--- src/rtl/core/fce_pkg.sv ---
package fce_pkg;

   // checksum size codes; code 3 behaves as the 32-bit size
   typedef logic [1:0] width_mode_type;
   localparam width_mode_type WIDTH_8  = 2'd0;
   localparam width_mode_type WIDTH_16 = 2'd1;
   localparam width_mode_type WIDTH_32 = 2'd2;

   // configuration register indexes
   typedef enum logic {
      CSR_WIDTH_MODE  = 1'b0,
      CSR_VERIFY_MODE = 1'b1
   } csr_index_type;

   localparam int CSR_DATA_W = 2;

   // byte count saturation point
   localparam logic [2:0] BYTES_SAT = 3'd5;

   // per-cycle control shared by the sum and trailer units
   typedef struct packed {
      logic           advance;
      logic           last;
      logic           verify;
      width_mode_type width;
   } step_type;

endpackage

--- src/rtl/core/fce_req_if.sv ---
interface fce_req_if;
   logic       valid;
   logic       ready;
   logic [7:0] data_byte;
   logic       last;

   modport source (output valid, output data_byte, output last, input ready);
   modport sink (input valid, input data_byte, input last, output ready);
endinterface

--- src/rtl/core/fce_rsp_if.sv ---
interface fce_rsp_if;
   logic        valid;
   logic        ready;
   logic [31:0] checksum;
   logic        verified;

   modport source (output valid, output checksum, output verified, input ready);
   modport sink (input valid, input checksum, input verified, output ready);
endinterface

--- src/rtl/core/fce_sum_unit.sv ---
module fce_sum_unit (
   input  logic               clock,
   input  logic               reset,
   input  fce_pkg::step_type  step,
   input  logic               pay_valid,
   input  logic [7:0]         pay_byte,
   output logic [31:0]        checksum
);
   import fce_pkg::*;

   // reduce a 17-bit value modulo 2^k-1 by folding digit groups
   function automatic logic [15:0] mod_fold(input logic [16:0] x, input width_mode_type w);
      logic [5:0]  n_a;
      logic [4:0]  n_b;
      logic [3:0]  n_c;
      logic [8:0]  b_a;
      logic [7:0]  b_b;
      logic [16:0] h_a;
      logic [15:0] h_b;
      logic [15:0] res;
      n_a = 6'(x[3:0]) + 6'(x[7:4]) + 6'(x[11:8]) + 6'(x[15:12]) + 6'(x[16]);
      n_b = 5'(n_a[3:0]) + 5'(n_a[5:4]);
      n_c = n_b[3:0] + 4'(n_b[4]);
      b_a = 9'(x[7:0]) + 9'(x[15:8]) + 9'(x[16]);
      b_b = b_a[7:0] + 8'(b_a[8]);
      h_a = 17'(x[15:0]) + 17'(x[16]);
      h_b = h_a[15:0] + 16'(h_a[16]);
      case (w)
         WIDTH_8:  res = (n_c == 4'hF) ? 16'd0 : 16'(n_c);
         WIDTH_16: res = (b_b == 8'hFF) ? 16'd0 : 16'(b_b);
         default:  res = (h_b == 16'hFFFF) ? 16'd0 : h_b;
      endcase
      return res;
   endfunction

   logic [15:0] first_sum_ff, first_sum_in;
   logic [15:0] second_sum_ff, second_sum_in;
   logic [7:0]  low_byte_ff, low_byte_in;
   logic        pend_ff, pend_in;
   logic        is_wide;
   logic        acc_en;
   logic [15:0] acc_val;
   logic [15:0] s1_new, s2_new;
   logic [31:0] s1_w, s2_w;

   assign is_wide = !(step.width == WIDTH_8 || step.width == WIDTH_16);

   // word pairing and end-of-packet fold of a held low byte
   always_comb begin
      acc_en  = 1'b0;
      acc_val = 16'(pay_byte);
      pend_in = pend_ff;
      low_byte_in = low_byte_ff;
      if (!is_wide) begin
         acc_en = pay_valid;
      end else if (pay_valid && !pend_ff) begin
         pend_in     = 1'b1;
         low_byte_in = pay_byte;
         if (step.last) begin
            acc_en  = 1'b1;
            pend_in = 1'b0;
         end
      end else if (pay_valid) begin
         acc_en  = 1'b1;
         acc_val = {pay_byte, low_byte_ff};
         pend_in = 1'b0;
      end else if (step.last && pend_ff) begin
         acc_en  = 1'b1;
         acc_val = 16'(low_byte_ff);
         pend_in = 1'b0;
      end
   end

   // running sums
   always_comb begin
      s1_new = first_sum_ff;
      s2_new = second_sum_ff;
      if (acc_en) begin
         s1_new = mod_fold(17'(first_sum_ff) + 17'(acc_val), step.width);
         s2_new = mod_fold(17'(second_sum_ff) + 17'(s1_new), step.width);
      end
      first_sum_in  = s1_new;
      second_sum_in = s2_new;
   end

   // packed checksum cut to the current size
   always_comb begin
      s1_w = 32'(s1_new);
      s2_w = 32'(s2_new);
      case (step.width)
         WIDTH_8:  checksum = ((s2_w << 4) | s1_w) & 32'h0000_00FF;
         WIDTH_16: checksum = ((s2_w << 8) | s1_w) & 32'h0000_FFFF;
         default:  checksum = {s2_new, s1_new};
      endcase
   end

   // state update, cleared after the last byte
   always_ff @(posedge clock) begin
      if (reset || (step.advance && step.last)) begin
         first_sum_ff  <= '0;
         second_sum_ff <= '0;
         low_byte_ff   <= '0;
         pend_ff       <= 1'b0;
      end else if (step.advance) begin
         first_sum_ff  <= first_sum_in;
         second_sum_ff <= second_sum_in;
         low_byte_ff   <= low_byte_in;
         pend_ff       <= pend_in;
      end
   end

endmodule

--- src/rtl/core/fce_trailer.sv ---
module fce_trailer (
   input  logic               clock,
   input  logic               reset,
   input  fce_pkg::step_type  step,
   input  logic [7:0]         data_byte,
   input  logic [31:0]        checksum,
   output logic               pay_valid,
   output logic [7:0]         pay_byte,
   output logic               verified
);
   import fce_pkg::*;

   logic [7:0]  delay_ff [4];
   logic [2:0]  seen_ff, seen_in;
   logic [2:0]  trail_len;
   logic [31:0] recv;

   // trailer length for the current size
   always_comb begin
      case (step.width)
         WIDTH_8:  trail_len = 3'd1;
         WIDTH_16: trail_len = 3'd2;
         default:  trail_len = 3'd4;
      endcase
   end

   assign seen_in = (seen_ff < BYTES_SAT) ? seen_ff + 3'd1 : seen_ff;

   // byte leaving the delay line, or the raw byte in compute mode
   always_comb begin
      if (!step.verify) begin
         pay_valid = 1'b1;
         pay_byte  = data_byte;
      end else begin
         pay_valid = (seen_ff >= trail_len);
         case (step.width)
            WIDTH_8:  pay_byte = delay_ff[0];
            WIDTH_16: pay_byte = delay_ff[1];
            default:  pay_byte = delay_ff[3];
         endcase
      end
   end

   // received trailer read big-endian, newest byte lowest
   always_comb begin
      case (step.width)
         WIDTH_8:  recv = {24'd0, data_byte};
         WIDTH_16: recv = {16'd0, delay_ff[0], data_byte};
         default:  recv = {delay_ff[2], delay_ff[1], delay_ff[0], data_byte};
      endcase
      verified = step.verify && (seen_in > trail_len) && (recv == checksum);
   end

   // delay line and byte count
   always_ff @(posedge clock) begin
      if (reset || (step.advance && step.last)) begin
         for (int i = 0; i < 4; i++) begin
            delay_ff[i] <= '0;
         end
         seen_ff <= '0;
      end else if (step.advance) begin
         if (step.verify) begin
            delay_ff[0] <= data_byte;
            delay_ff[1] <= delay_ff[0];
            delay_ff[2] <= delay_ff[1];
            delay_ff[3] <= delay_ff[2];
         end
         seen_ff <= seen_in;
      end
   end

endmodule

--- src/rtl/core/fletcher_checksum_engine.sv ---
// result: loaded into the result register as its last byte leaves the input register,
// held back only while an earlier result is still waiting to be taken
// throughput: one byte per cycle while no finished result is held back; input register,
// one pass through the modular sum adders, then the result register
// reset: synchronous; 16-bit size, compute mode, sums and delay line cleared
module fletcher_checksum_engine (
   input  logic                                  clock,
   input  logic                                  reset,
   fce_req_if.sink                               req_chan,
   fce_rsp_if.source                             rsp_chan,
   input  logic                                  csr_wr_en,
   input  fce_pkg::csr_index_type                csr_index,
   input  logic [fce_pkg::CSR_DATA_W-1:0]        csr_wdata
);
   import fce_pkg::*;

   width_mode_type width_mode_ff;
   logic           verify_mode_ff;
   logic           in_valid_ff;
   logic [7:0]     in_byte_ff;
   logic           in_last_ff;
   logic           rsp_valid_ff;
   logic [31:0]    checksum_ff;
   logic           verified_ff;
   logic           advance;
   logic           load_rsp;
   step_type       step;
   logic           pay_valid;
   logic [7:0]     pay_byte;
   logic [31:0]    checksum;
   logic           verified;

   // configuration registers
   always_ff @(posedge clock) begin
      if (reset) begin
         width_mode_ff  <= WIDTH_16;
         verify_mode_ff <= 1'b0;
      end else if (csr_wr_en) begin
         unique case (csr_index)
            CSR_WIDTH_MODE:  width_mode_ff  <= csr_wdata;
            CSR_VERIFY_MODE: verify_mode_ff <= csr_wdata[0];
            default: ;
         endcase
      end
   end

   // handshake: an item moves on unless its result has nowhere to go
   assign advance  = in_valid_ff && (!in_last_ff || !rsp_valid_ff || rsp_chan.ready);
   assign load_rsp = advance && in_last_ff;
   assign req_chan.ready = !in_valid_ff || advance;

   // input register
   always_ff @(posedge clock) begin
      if (reset) begin
         in_valid_ff <= 1'b0;
      end else if (req_chan.ready) begin
         in_valid_ff <= req_chan.valid;
      end
   end

   always_ff @(posedge clock) begin
      if (req_chan.valid && req_chan.ready) begin
         in_byte_ff <= req_chan.data_byte;
         in_last_ff <= req_chan.last;
      end
   end

   assign step.advance = advance;
   assign step.last    = in_last_ff;
   assign step.verify  = verify_mode_ff;
   assign step.width   = width_mode_ff;

   fce_trailer u_trailer (
      .clock     (clock),
      .reset     (reset),
      .step      (step),
      .data_byte (in_byte_ff),
      .checksum  (checksum),
      .pay_valid (pay_valid),
      .pay_byte  (pay_byte),
      .verified  (verified)
   );

   fce_sum_unit u_sum (
      .clock     (clock),
      .reset     (reset),
      .step      (step),
      .pay_valid (pay_valid),
      .pay_byte  (pay_byte),
      .checksum  (checksum)
   );

   // result register
   always_ff @(posedge clock) begin
      if (reset) begin
         rsp_valid_ff <= 1'b0;
      end else if (load_rsp) begin
         rsp_valid_ff <= 1'b1;
      end else if (rsp_chan.ready) begin
         rsp_valid_ff <= 1'b0;
      end
   end

   always_ff @(posedge clock) begin
      if (load_rsp) begin
         checksum_ff <= checksum;
         verified_ff <= verified;
      end
   end

   assign rsp_chan.valid    = rsp_valid_ff;
   assign rsp_chan.checksum = checksum_ff;
   assign rsp_chan.verified = verified_ff;

endmodule
--- src/flat_wrapper.sv ---
// flat-port wrapper written by rule: the top's interface ports become plain ports
module fletcher_checksum_engine_flat import fce_pkg::*;
  (clock, reset, csr_wr_en, csr_index, csr_wdata, req_chan_valid, req_chan_data_byte, req_chan_last, req_chan_ready, rsp_chan_valid, rsp_chan_checksum, rsp_chan_verified, rsp_chan_ready);
  fce_req_if req_chan_i ();
  fce_rsp_if rsp_chan_i ();
  input  logic clock;
  input  logic reset;
  input  logic csr_wr_en;
  input  fce_pkg::csr_index_type csr_index;
  input  logic [fce_pkg::CSR_DATA_W-1:0] csr_wdata;
  input wire logic [$bits(req_chan_i.valid)-1:0] req_chan_valid;
  input wire logic [$bits(req_chan_i.data_byte)-1:0] req_chan_data_byte;
  input wire logic [$bits(req_chan_i.last)-1:0] req_chan_last;
  output wire logic [$bits(req_chan_i.ready)-1:0] req_chan_ready;
  output wire logic [$bits(rsp_chan_i.valid)-1:0] rsp_chan_valid;
  output wire logic [$bits(rsp_chan_i.checksum)-1:0] rsp_chan_checksum;
  output wire logic [$bits(rsp_chan_i.verified)-1:0] rsp_chan_verified;
  input wire logic [$bits(rsp_chan_i.ready)-1:0] rsp_chan_ready;
  assign req_chan_i.valid = req_chan_valid;
  assign req_chan_i.data_byte = req_chan_data_byte;
  assign req_chan_i.last = req_chan_last;
  assign req_chan_ready = req_chan_i.ready;
  assign rsp_chan_valid = rsp_chan_i.valid;
  assign rsp_chan_checksum = rsp_chan_i.checksum;
  assign rsp_chan_verified = rsp_chan_i.verified;
  assign rsp_chan_i.ready = rsp_chan_ready;
  fletcher_checksum_engine u_core (.clock(clock), .reset(reset), .req_chan(req_chan_i), .rsp_chan(rsp_chan_i), .csr_wr_en(csr_wr_en), .csr_index(csr_index), .csr_wdata(csr_wdata));
endmodule
--- config.mk ---
export PLATFORM = sky130hd
export DESIGN_NAME = fletcher_checksum_engine_flat
export DESIGN_NICKNAME = d
export VERILOG_FILES = /design/src/rtl/core/fce_pkg.sv /design/src/rtl/core/fce_req_if.sv /design/src/rtl/core/fce_rsp_if.sv /design/src/rtl/core/fce_sum_unit.sv /design/src/rtl/core/fce_trailer.sv /design/src/rtl/core/fletcher_checksum_engine.sv /design/src/flat_wrapper.sv
export SDC_FILE = /design/constraint.sdc
export NUM_CORES = 1
export LEC_CHECK = 0
export BUFFER_PORTS_ARGS = -buffer_cell sky130_fd_sc_hd__buf_2
export CAP_MARGIN = 40
export CORE_MARGIN = 1.5
export CORE_UTILIZATION = 42
export DETAILED_ROUTE_END_ITERATION = 10
export PLACE_DENSITY_LB_ADDON = 0.12
export SETUP_SLACK_MARGIN = 0.4
export SKIP_CTS_REPAIR_TIMING = 1
export SLEW_MARGIN = 10
export SYNTH_ARGS = -nofsm -noshare
export SYNTH_HDL_FRONTEND = slang
export SYNTH_SLANG_ARGS = --single-unit
--- constraint.sdc ---
create_clock -name clock -period 14.5 [get_ports clock]
set_input_delay 2.175 -clock clock [delete_from_list [all_inputs] [get_ports clock]]
set_output_delay 2.175 -clock clock [all_outputs]
set_load 0.1 [all_outputs]
==> results.md, run 1 <==
- The part of the power in combinational logic is 0.651.
- 52 I/O pins were placed.
- Counting every net in the synthesized netlist gives between 1500 and 2000.
- Across the run, the number of max-cap violations was 0.
- The number of global-route vias before repair was 12090.
- The number of standard cells after synthesis is roughly 1500.
- The pin count of the biggest net entering global routing is 67.
- The sequential standard cell area is about 3200 um2.
- The sequential fraction of the synthesis area is 0.2556.
- For this run, the post-layout net count is 1839.
- Based on the critical path, the design can be clocked at up to 0.07143 GHz.
- For the pin with the worst max-slew slack, the measured transition is 805.8 ps.
- Clock tree synthesis found a total of 123 sinks.
- The startpoint identified for the worst register-to-register timing path is u_core.width_mode_ff[1].
- Setup violations remaining at the end of the flow were counted as 0.
- After global routing the overflow that remains totals 0.
- The antenna diode count is 0.
- The multi-input combinational cells in the finished layout cover a total of 9428 um2.
- After detailed routing, the number of vias per cell comes to about 6.1.
- The tightest min-delay check is of the flip-flop to flip-flop type.
- Setup repair after global routing could not meet its margin everywhere.
- The register clock-pin slew on the reported worst setup and hold paths is about 60 ps.
- The final cell count without fillers is 2119.
- The flow ran to the end, and the final reports show no timing, DRC or antenna violations.
- In the layout the commonest cells are 208 x sky130_fd_sc_hd__buf_4, 143 x sky130_fd_sc_hd__nor2_1, 137 x sky130_fd_sc_hd__nand2_1.
- The filler cell count is 2814.
- The final non-filler cell area is between 15000 and 20000 um2.
- The clock passes through at most 2 buffers.
- Of the total power, the share spent switching nets is 0.4343.
- At the later pin of the worst-skew pair, clock insertion delay measures 430 ps.
- The worst setup path is launched from a flip-flop.
- At the worst endpoint, the required time is 14760 ps.
- The row count is 63.
- The kind of capture point of the worst setup path is a flip-flop.
- Of the total power, the clock network draws 0.176.
- The share of the clock period used by the worst path after layout is 0.9656.
- The library cell used most frequently in the layout, excluding fill and tap cells, is sky130_fd_sc_hd__buf_4.
- Of all flip-flops after synthesis, the portion carrying an async set or reset was 0.
- The minimum clock period after layout is 14000 ps.
- The combined area of all synthesized cells is 12530 um2.
- The area of the die is between 30000 and 40000 um2.
- The total power divided by cell area is 151.8 nW/um2.
- The cell count after placement is 2059.
- The mean routed wirelength per cell is about 23 um.
- The length in cells of the worst reg-to-reg path is 72.
- The worst hold path endpoint is u_core.u_sum.low_byte_ff[6].
- The total via count in the routed design is 12880.
- The detailed router finished its first iteration with 1262 violations.
- The initial antenna violation count is 0.
- The die is between 150 and 200 um wide.
- The placer's final routability congestion estimate is 0.9678.
- Buffers inserted during clock tree synthesis total 17.
- The cell accounting for the most synthesized area is sky130_fd_sc_hd__edfxtp_1.
- The arrival time at the worst endpoint is between 10000 and 15000 ps.
- The proportion of power drawn by flip-flops and latches is 0.173.
- After detailed placement, the total cell area comes to 14640 um2.
- Yosys mapped the design onto around 110 distinct sky130hd cell types.
- For this run, the total global-route usage over all layers was measured as 0.3060.
- By area the synthesized netlist is led by sky130_fd_sc_hd__edfxtp_1 18%, sky130_fd_sc_hd__ha_1 8.2%, sky130_fd_sc_hd__dfxtp_1 7.8%, sky130_fd_sc_hd__xnor2_1 4.5%, sky130_fd_sc_hd__nor2_1 4.4%.
- The TritonCTS clock tree is done.
- The first detailed-routing pass took 8 iterations.
- The worst setup skew after layout is 11.52 ps.
- The fraction of final layout cells sized beyond drive strength 1 is 0.2666.
- In this run the most critical hold path is launched from u_core.u_sum.low_byte_ff[6].
- The slowest stage of the critical path is the sky130_fd_sc_hd__fa_2 cell.
- In this run the mean area of a mapped cell was 8.359 um2.
- After floorplanning, the core was sized to cover 29480 um2.
- The most numerous cell on the critical path is sky130_fd_sc_hd__ha_4.
- The post-DP HPWL is 37.68 mm.
- The largest fanout on the critical path is 8.
- For this run, the number of Yosys warnings is 0.
- The start-to-end type of the worst setup path is flip-flop to flip-flop.
- The final count of hold timing violations is 0.
- The die is 175.7 um tall.
- The worst slew slack as a fraction of its limit is 0.4615.
- The critical path's largest stage delay is 410 ps.
- The total detailed-routing wirelength is 47.79 mm.
- The detail route stage leaves a number of antenna-violating nets equal to 0.
- The number of pins with negative max-slew slack in the final report is 0.
- The initial utilization of the core area, before any placement, comes to 0.4250.
- The worst ir drop on vdd is 104.9 uV.
- In this run the tool buffered the top-level ports with 51 buffer cells.
- The first global-routing pass estimated 72.00 mm of wire.
- The internal power of the cells totals 0.001359 W.
- Relative to the synthesized area, the layout overhead comes to 26.31%.
- The flip-flop and latch count after synthesis is about 120.
- The clock root buffer master is sky130_fd_sc_hd__clkbuf_16.
- The count of flip-flops with a built-in enable after synthesis is 74.
- The leakage power is 6.502 nW.
- The register-to-register setup slack is 500 ps.
- The destination of the worst register-to-register timing path is u_core.rsp_chan.verified.
- After detailed routing, the number of remaining DRC violations is 0.
- The worst hold path stage count is 2.
- The area fraction of the dominant cell type after synthesis is 0.1773.
- For this run, the leading register cell type out of synthesis is sky130_fd_sc_hd__edfxtp_1.
- The switching power is 0.001044 W.
- The H-tree was split into 4 levels.
==> sequential cells by signal (all words and copies together), names as in the netlist <==
name	flops
u_core.rsp_chan.checksum	32
u_core.u_trailer.delay_ff	32
u_core.u_sum.first_sum_ff	16
u_core.u_sum.second_sum_ff	16
u_core.in_byte_ff	8
u_core.u_sum.low_byte_ff	8
u_core.u_trailer.seen_ff	3
u_core.width_mode_ff	2
u_core.in_last_ff	1
u_core.in_valid_ff	1
u_core.rsp_chan.valid	1
u_core.rsp_chan.verified	1
u_core.u_sum.pend_ff	1
u_core.verify_mode_ff	1
==> layer usage <==
layer,part of all wire,track usage
met1,0.46,0.4338
met2,0.45,0.4802
met3,0.067,0.04156
met4,0.029,0.09580
met5,0,0
==> layout make-up <==
class / count / share of cell area
multi-input cells: 1239 / 0.5957
flip-flops and latches: 123 / 0.2027
repair buffers: 262 / 0.1168
well taps: 390 / 0.03083
clock buffers: 21 / 0.02980
inverters: 73 / 0.01747
clock inverters: 11 / 0.006798
==> worst max-delay path by stage <==
| stage | start | to | slack (ps) |
|---|---|---|---|
| floorplan | u_core.width_mode_ff[1] | u_core.rsp_chan.verified | -190 |
| finish | u_core.width_mode_ff[1] | u_core.rsp_chan.verified | 500 |
| global placement | u_core.width_mode_ff[0] | u_core.rsp_chan.verified | -140 |
| detailed placement | u_core.width_mode_ff[0] | u_core.rsp_chan.verified | -160 |
| global route | u_core.width_mode_ff[1] | u_core.rsp_chan.verified | -170 |
| CTS | u_core.width_mode_ff[0] | u_core.rsp_chan.verified | -240 |
==> through the flow <==
step | util | total power (W) | setup TNS [ps] | hold WS, ps | worst slack (ps)
floorplan | - | 0.001300 | -190.7 | 453.4 | -190.7
global placement | 0.4954 | 0.001830 | -144.7 | 483.8 | -144.7
detailed placement | 0.4966 | 0.001839 | -164.9 | 487.8 | -164.9
CTS | 0.5162 | 0.002267 | -239.2 | 495.7 | -239.2
global route | 0.5369 | 0.002540 | -174.1 | 513.8 | -174.1
finish | 0.5369 | 0.002403 | 0 | 494.0 | 499.4
==> power groups by stage <==
stage	Combinational (W)	Sequential (W)	Clock, W
3_3_place_gp	0.00141	0.000422	0
2_1_floorplan	0.000848	0.000452	0
5_1_grt	0.00169	0.000418	0.000436
6_report	0.00156	0.000416	0.000423
3_5_place_dp	0.00142	0.000422	0
4_1_cts	0.00143	0.000415	0.000426
==> synthesized netlist by cell type (10+ instances only) <==
master / count
sky130_fd_sc_hd__o211ai_1: 29
sky130_fd_sc_hd__dfxtp_1: 49
sky130_fd_sc_hd__nor2b_1: 14
sky130_fd_sc_hd__a31oi_1: 12
sky130_fd_sc_hd__ha_1: 82
sky130_fd_sc_hd__and2_1: 36
sky130_fd_sc_hd__edfxtp_1: 74
sky130_fd_sc_hd__nand2b_1: 12
sky130_fd_sc_hd__nand3_1: 49
sky130_fd_sc_hd__mux2_2: 14
sky130_fd_sc_hd__mux2i_1: 10
sky130_fd_sc_hd__nor2_1: 148
sky130_fd_sc_hd__nand4_1: 15
sky130_fd_sc_hd__a21o_1: 28
sky130_fd_sc_hd__clkbuf_1: 46
sky130_fd_sc_hd__o21a_1: 22
sky130_fd_sc_hd__nand2_1: 139
sky130_fd_sc_hd__nor3_1: 71
sky130_fd_sc_hd__xnor2_1: 65
sky130_fd_sc_hd__or3_1: 14
sky130_fd_sc_hd__inv_1: 70
sky130_fd_sc_hd__o21ai_0: 53
sky130_fd_sc_hd__a21oi_1: 101
sky130_fd_sc_hd__xor2_1: 27
sky130_fd_sc_hd__a22oi_1: 16
sky130_fd_sc_hd__o31ai_1: 11
sky130_fd_sc_hd__a211oi_1: 23
sky130_fd_sc_hd__and3_1: 36
sky130_fd_sc_hd__fa_1: 24
sky130_fd_sc_hd__o2111ai_1: 17
==> kinds of logic (layout without fill, tap and decap cells) <==
group / after synthesis / after routing / synth area share
AND/OR/NAND/NOR: 586 / 586 / 0.2349
AO/OA/AOI/OAI: 421 / 421 / 0.2445
buffers and inverters: 137 / 367 / 0.04343
flip-flops: 123 / 123 / 0.2556
adder cells (fa/ha/maj): 107 / 107 / 0.1210
XOR/XNOR: 101 / 101 / 0.07988
multiplexers: 24 / 24 / 0.02057
==> worst max-delay path: cells and delay by family, from the launching register on <==
| kind | cells | cell delay [ps] |
|---|---|---|
| xor gates and xnor gates | 2 | 300 |
| buffers and inverters | 4 | 300 |
| DFF | 1 | 360 |
| and+or+nand+nor | 22 | 3920 |
| AOI/OAI and AO/OA | 30 | 5580 |
| adders and majority gates | 12 | 2910 |
| muxes | 2 | 450 |
Note: power is estimated with default switching activity, not from simulation.
==> run 2, diff against run 1 <==
--- a/config.mk
+++ b/config.mk
@@ -10,7 +10,9 @@
 export CORE_MARGIN = 1.5
 export CORE_UTILIZATION = 42
 export DETAILED_ROUTE_END_ITERATION = 10
+export GPL_ROUTABILITY_DRIVEN = 1
 export PLACE_DENSITY_LB_ADDON = 0.12
+export RECOVER_POWER = 50
 export SETUP_SLACK_MARGIN = 0.4
 export SKIP_CTS_REPAIR_TIMING = 1
 export SLEW_MARGIN = 10
==> run 2 against run 1 <==
Compared with the run above: the run now ends with capacitance limit, slew limit left; clock-buffer cell count is the same; hold slack lost 0.63 ps; die area is the same; global-route usage is the same; sequential cell count is the same; total power is essentially flat; setup slack lost 32 ps; non-clock buffer count is the same; register-to-register slack lost 30 ps; via count shrank 0.18%; largest cell class unchanged.
==> results.md, run 2 (synthesis gave the netlist of run 1 again) <==
- The die height came to 175.7 um (unchanged).
- The arrival time at the worst endpoint was 14290 ps (+30 ps).
- The antenna diode count came to 0 (unchanged).
- The launch instance of the worst min-delay path is u_core.u_sum.low_byte_ff[6].
- The share of the clock period used by the worst path after layout was 0.9678 (+0.002188).
- The worst reg2reg path startpoint is u_core.width_mode_ff[1].
- The number of clock sinks is 123 (unchanged).
- The worst setup skew after layout was 10.81 ps (-0.7015 ps).
- The number of pins with negative max-slew slack in the final report is 102 (+102).
- The standard cell with the maximum stage delay on the critical path is sky130_fd_sc_hd__fa_2.
- The number of levels the H-tree was split into was 4 (unchanged).
- The leakage power is 6.384 nW (-1.8%).
- The run finished, with violations left.
- The first-pass GRT wire length is 72.00 mm (unchanged).
- The register-to-register setup slack is 470 ps (-30 ps).
- The final count of hold timing violations was 0 (unchanged).
- The switching power share of the total is 0.4346 (about the same).
- The placer's final routability congestion estimate is 0.9678 (unchanged).
- The worst hold path terminates at u_core.u_sum.low_byte_ff[6].
- STA classifies the critical path endpoint as a flip-flop.
- The TritonCTS buffer count is 17 (unchanged).
- The worst ir drop on vdd was 104.4 uV (-0.44%).
- The pin count of the biggest net entering global routing is 67 (unchanged).
- The filler cell count is 2838 (+0.85%).
- The fraction of final layout cells sized beyond drive strength 1 is 0.2435 (-0.02313).
- met2 is the most crowded layer.
- The required time of the critical path came to 14760 ps (about the same).
- The met1 track demand over resource in global routing came to 0.4338 (unchanged).
- The minimum hold slack is 493.4 ps (-0.6330 ps).
- The initial antenna violation count is 0 (unchanged).
- The fmax came to 0.07126 GHz (-0.23%).
- The global routing usage on met3 is 0.04156 (unchanged).
- The internal power consumption is 0.001357 W (-0.14%).
- The layout overhead on the synthesized area is 25.77%.
- The number of global-route vias before repair is 12090 (unchanged).
- The total detailed-routing wirelength came to 47.71 mm (-0.18%).
- The total power divided by cell area is 152.3 nW/um2 (+0.34%).
- The total global routing track utilization is 0.3060 (unchanged).
- Setup repair after global routing could not meet its margin everywhere.
- The critical path's largest stage delay came to 410 ps (about the same).
- The number of ports placed on the die boundary was 52 (unchanged).
- The TritonCTS clock tree is done.
- The proportion of power drawn by flip-flops and latches is 0.174 (about the same).
- The first-iteration detailed-routing DRC count is 1272 (+0.79%).
- The met2 usage in global routing came to 0.4802 (unchanged).
- The worst-case setup margin in the final layout came to 467.6 ps (-31.73 ps).
- The part of the power in combinational logic is 0.651 (about the same).
- CTS placed an instance of sky130_fd_sc_hd__clkbuf_16 at the clock tree root.
- The most frequent standard cell in the layout excluding fill and tap cells is sky130_fd_sc_hd__buf_4.
- The area of the die is 30880 um2 (unchanged).
- The post-route total power is 0.002401 W (about the same).
- The post-DP HPWL is 37.68 mm (unchanged).
- The final core utilization is 0.5346 (-0.002291).
- The class of the tightest hold or removal check is flip-flop to flip-flop.
- The post-detailed-route via-to-cell ratio came to 6.067 (-0.18%).
- The count of nets left with antenna violations after detail routing is 0 (unchanged).
- The total via count in the routed design is 12860 (-0.18%).
- The DRC violations left is 0 (unchanged).
- STA classifies the critical path startpoint as a flip-flop.
- The final-report setup violation count was 0 (unchanged).
- The register clock-pin slew on the reported worst setup and hold paths is 60 ps (about the same).
- The core outline area is 29480 um2 (unchanged).
- The worst hold path stage count was 2 (unchanged).
- The iteration count of the initial detailed-routing pass is 6 (-2).
- The width of the die is 175.7 um (unchanged).
- The switching power was 0.001043 W (about the same).
- The destination of the worst register-to-register timing path is u_core.rsp_chan.verified.
- The final net count is 1839 (unchanged).
- The worst-case clock buffer depth came to 2 (unchanged).
- The slew at the pin with the worst max-slew slack is 3305 ps (+2499 ps).
- The total global routing overflow is 0 (unchanged).
- The insertion delay of the later-clocked pin in the worst-skew pair is 420 ps (about the same).
- The critical path is of the flip-flop to flip-flop type.
- The effective utilization at floorplan was 0.4250 (unchanged).
- The mean routed wirelength per cell is 22.52 um (-0.18%).
- The worst slew slack as a fraction of its limit was -1.203 (-1.665).
- The minimum clock period after layout is 14030 ps (+31.73 ps).
- The placement-stage worst setup slack was -164.9 ps (unchanged).
- The clock group share of total power came to 0.176 (about the same).
- The largest fanout on the critical path is 8 (unchanged).
- The number of maximum-capacitance violations is 2 (+2).
- The final reports fail on capacitance limit, slew limit.
- The library cells used most frequently in the layout, excluding fill and tap cells, are 205 x sky130_fd_sc_hd__buf_4, 143 x sky130_fd_sc_hd__nor2_1, 137 x sky130_fd_sc_hd__nand2_1.
- The row count was 63 (unchanged).
- The count of input and output buffers is 51 (unchanged).
- The length in cells of the worst reg-to-reg path is 70 (-2.8%).
run 2: metal layers:
layer | vias to the layer above | part of all wire
met5 | - | 0
met4 | 0 | 0.030
met3 | 98 | 0.068
met2 | 573 | 0.45
met1 | 6158 | 0.45
li1 | 6026 | -
run 2: worst max-delay path by stage:
| stage | from | end | slack [ps] | cells after the start |
|---|---|---|---|---|
| after floorplan | u_core.width_mode_ff[1] | u_core.rsp_chan.verified | -190 | 74 |
| after global placement | u_core.width_mode_ff[0] | u_core.rsp_chan.verified | -140 | 66 |
| after detailed placement | u_core.width_mode_ff[0] | u_core.rsp_chan.verified | -160 | 65 |
| after CTS | u_core.width_mode_ff[0] | u_core.rsp_chan.verified | -240 | 65 |
| after global routing | u_core.width_mode_ff[1] | u_core.rsp_chan.verified | -170 | 69 |
| final | u_core.width_mode_ff[1] | u_core.rsp_chan.verified | 470 | 70 |
run 2: cell type report:
type | count | area (um2) | area share
multi-input combinational | 1239 | 9428 | 0.5982
sequential | 123 | 3208 | 0.2036
timing repair buffer | 262 | 1780 | 0.1130
tap | 390 | 488.0 | 0.03096
clock buffer | 21 | 471.7 | 0.02993
inverter | 73 | 276.5 | 0.01755
clock inverter | 11 | 107.6 | 0.006828
run 2: power groups by stage:
stage                     sequential [W]  combinational (W)  clock, W
after detailed placement        0.000422            0.00142         0
after global routing            0.000418            0.00168  0.000436
after CTS                       0.000415            0.00143  0.000426
after global placement          0.000422            0.00141         0
after floorplan                 0.000452           0.000848         0
final                           0.000417            0.00156  0.000422
run 2: worst max-delay path, delay by kind of cell (launching register included):
kind,cells,cell delay (ps)
AOI/OAI and AO/OA,31,5810
xor gates and xnor gates,2,300
adders and majority gates,11,2840
buffers and inverters,3,270
DFF,1,360
muxes,2,510
and+or+nand+nor,21,3760
run 2: stage by stage:
step | cells | instance area (um2) | setup TNS [ps]
6_report | 2119 | 15760 | 0
3_5_place_dp | 2059 | 14640 | -164.9
2_1_floorplan | 1499 | 12830 | -190.7
5_1_grt | 2119 | 15760 | -174.1
4_1_cts | 2091 | 15220 | -239.2
3_3_place_gp | 2055 | 14600 | -144.7
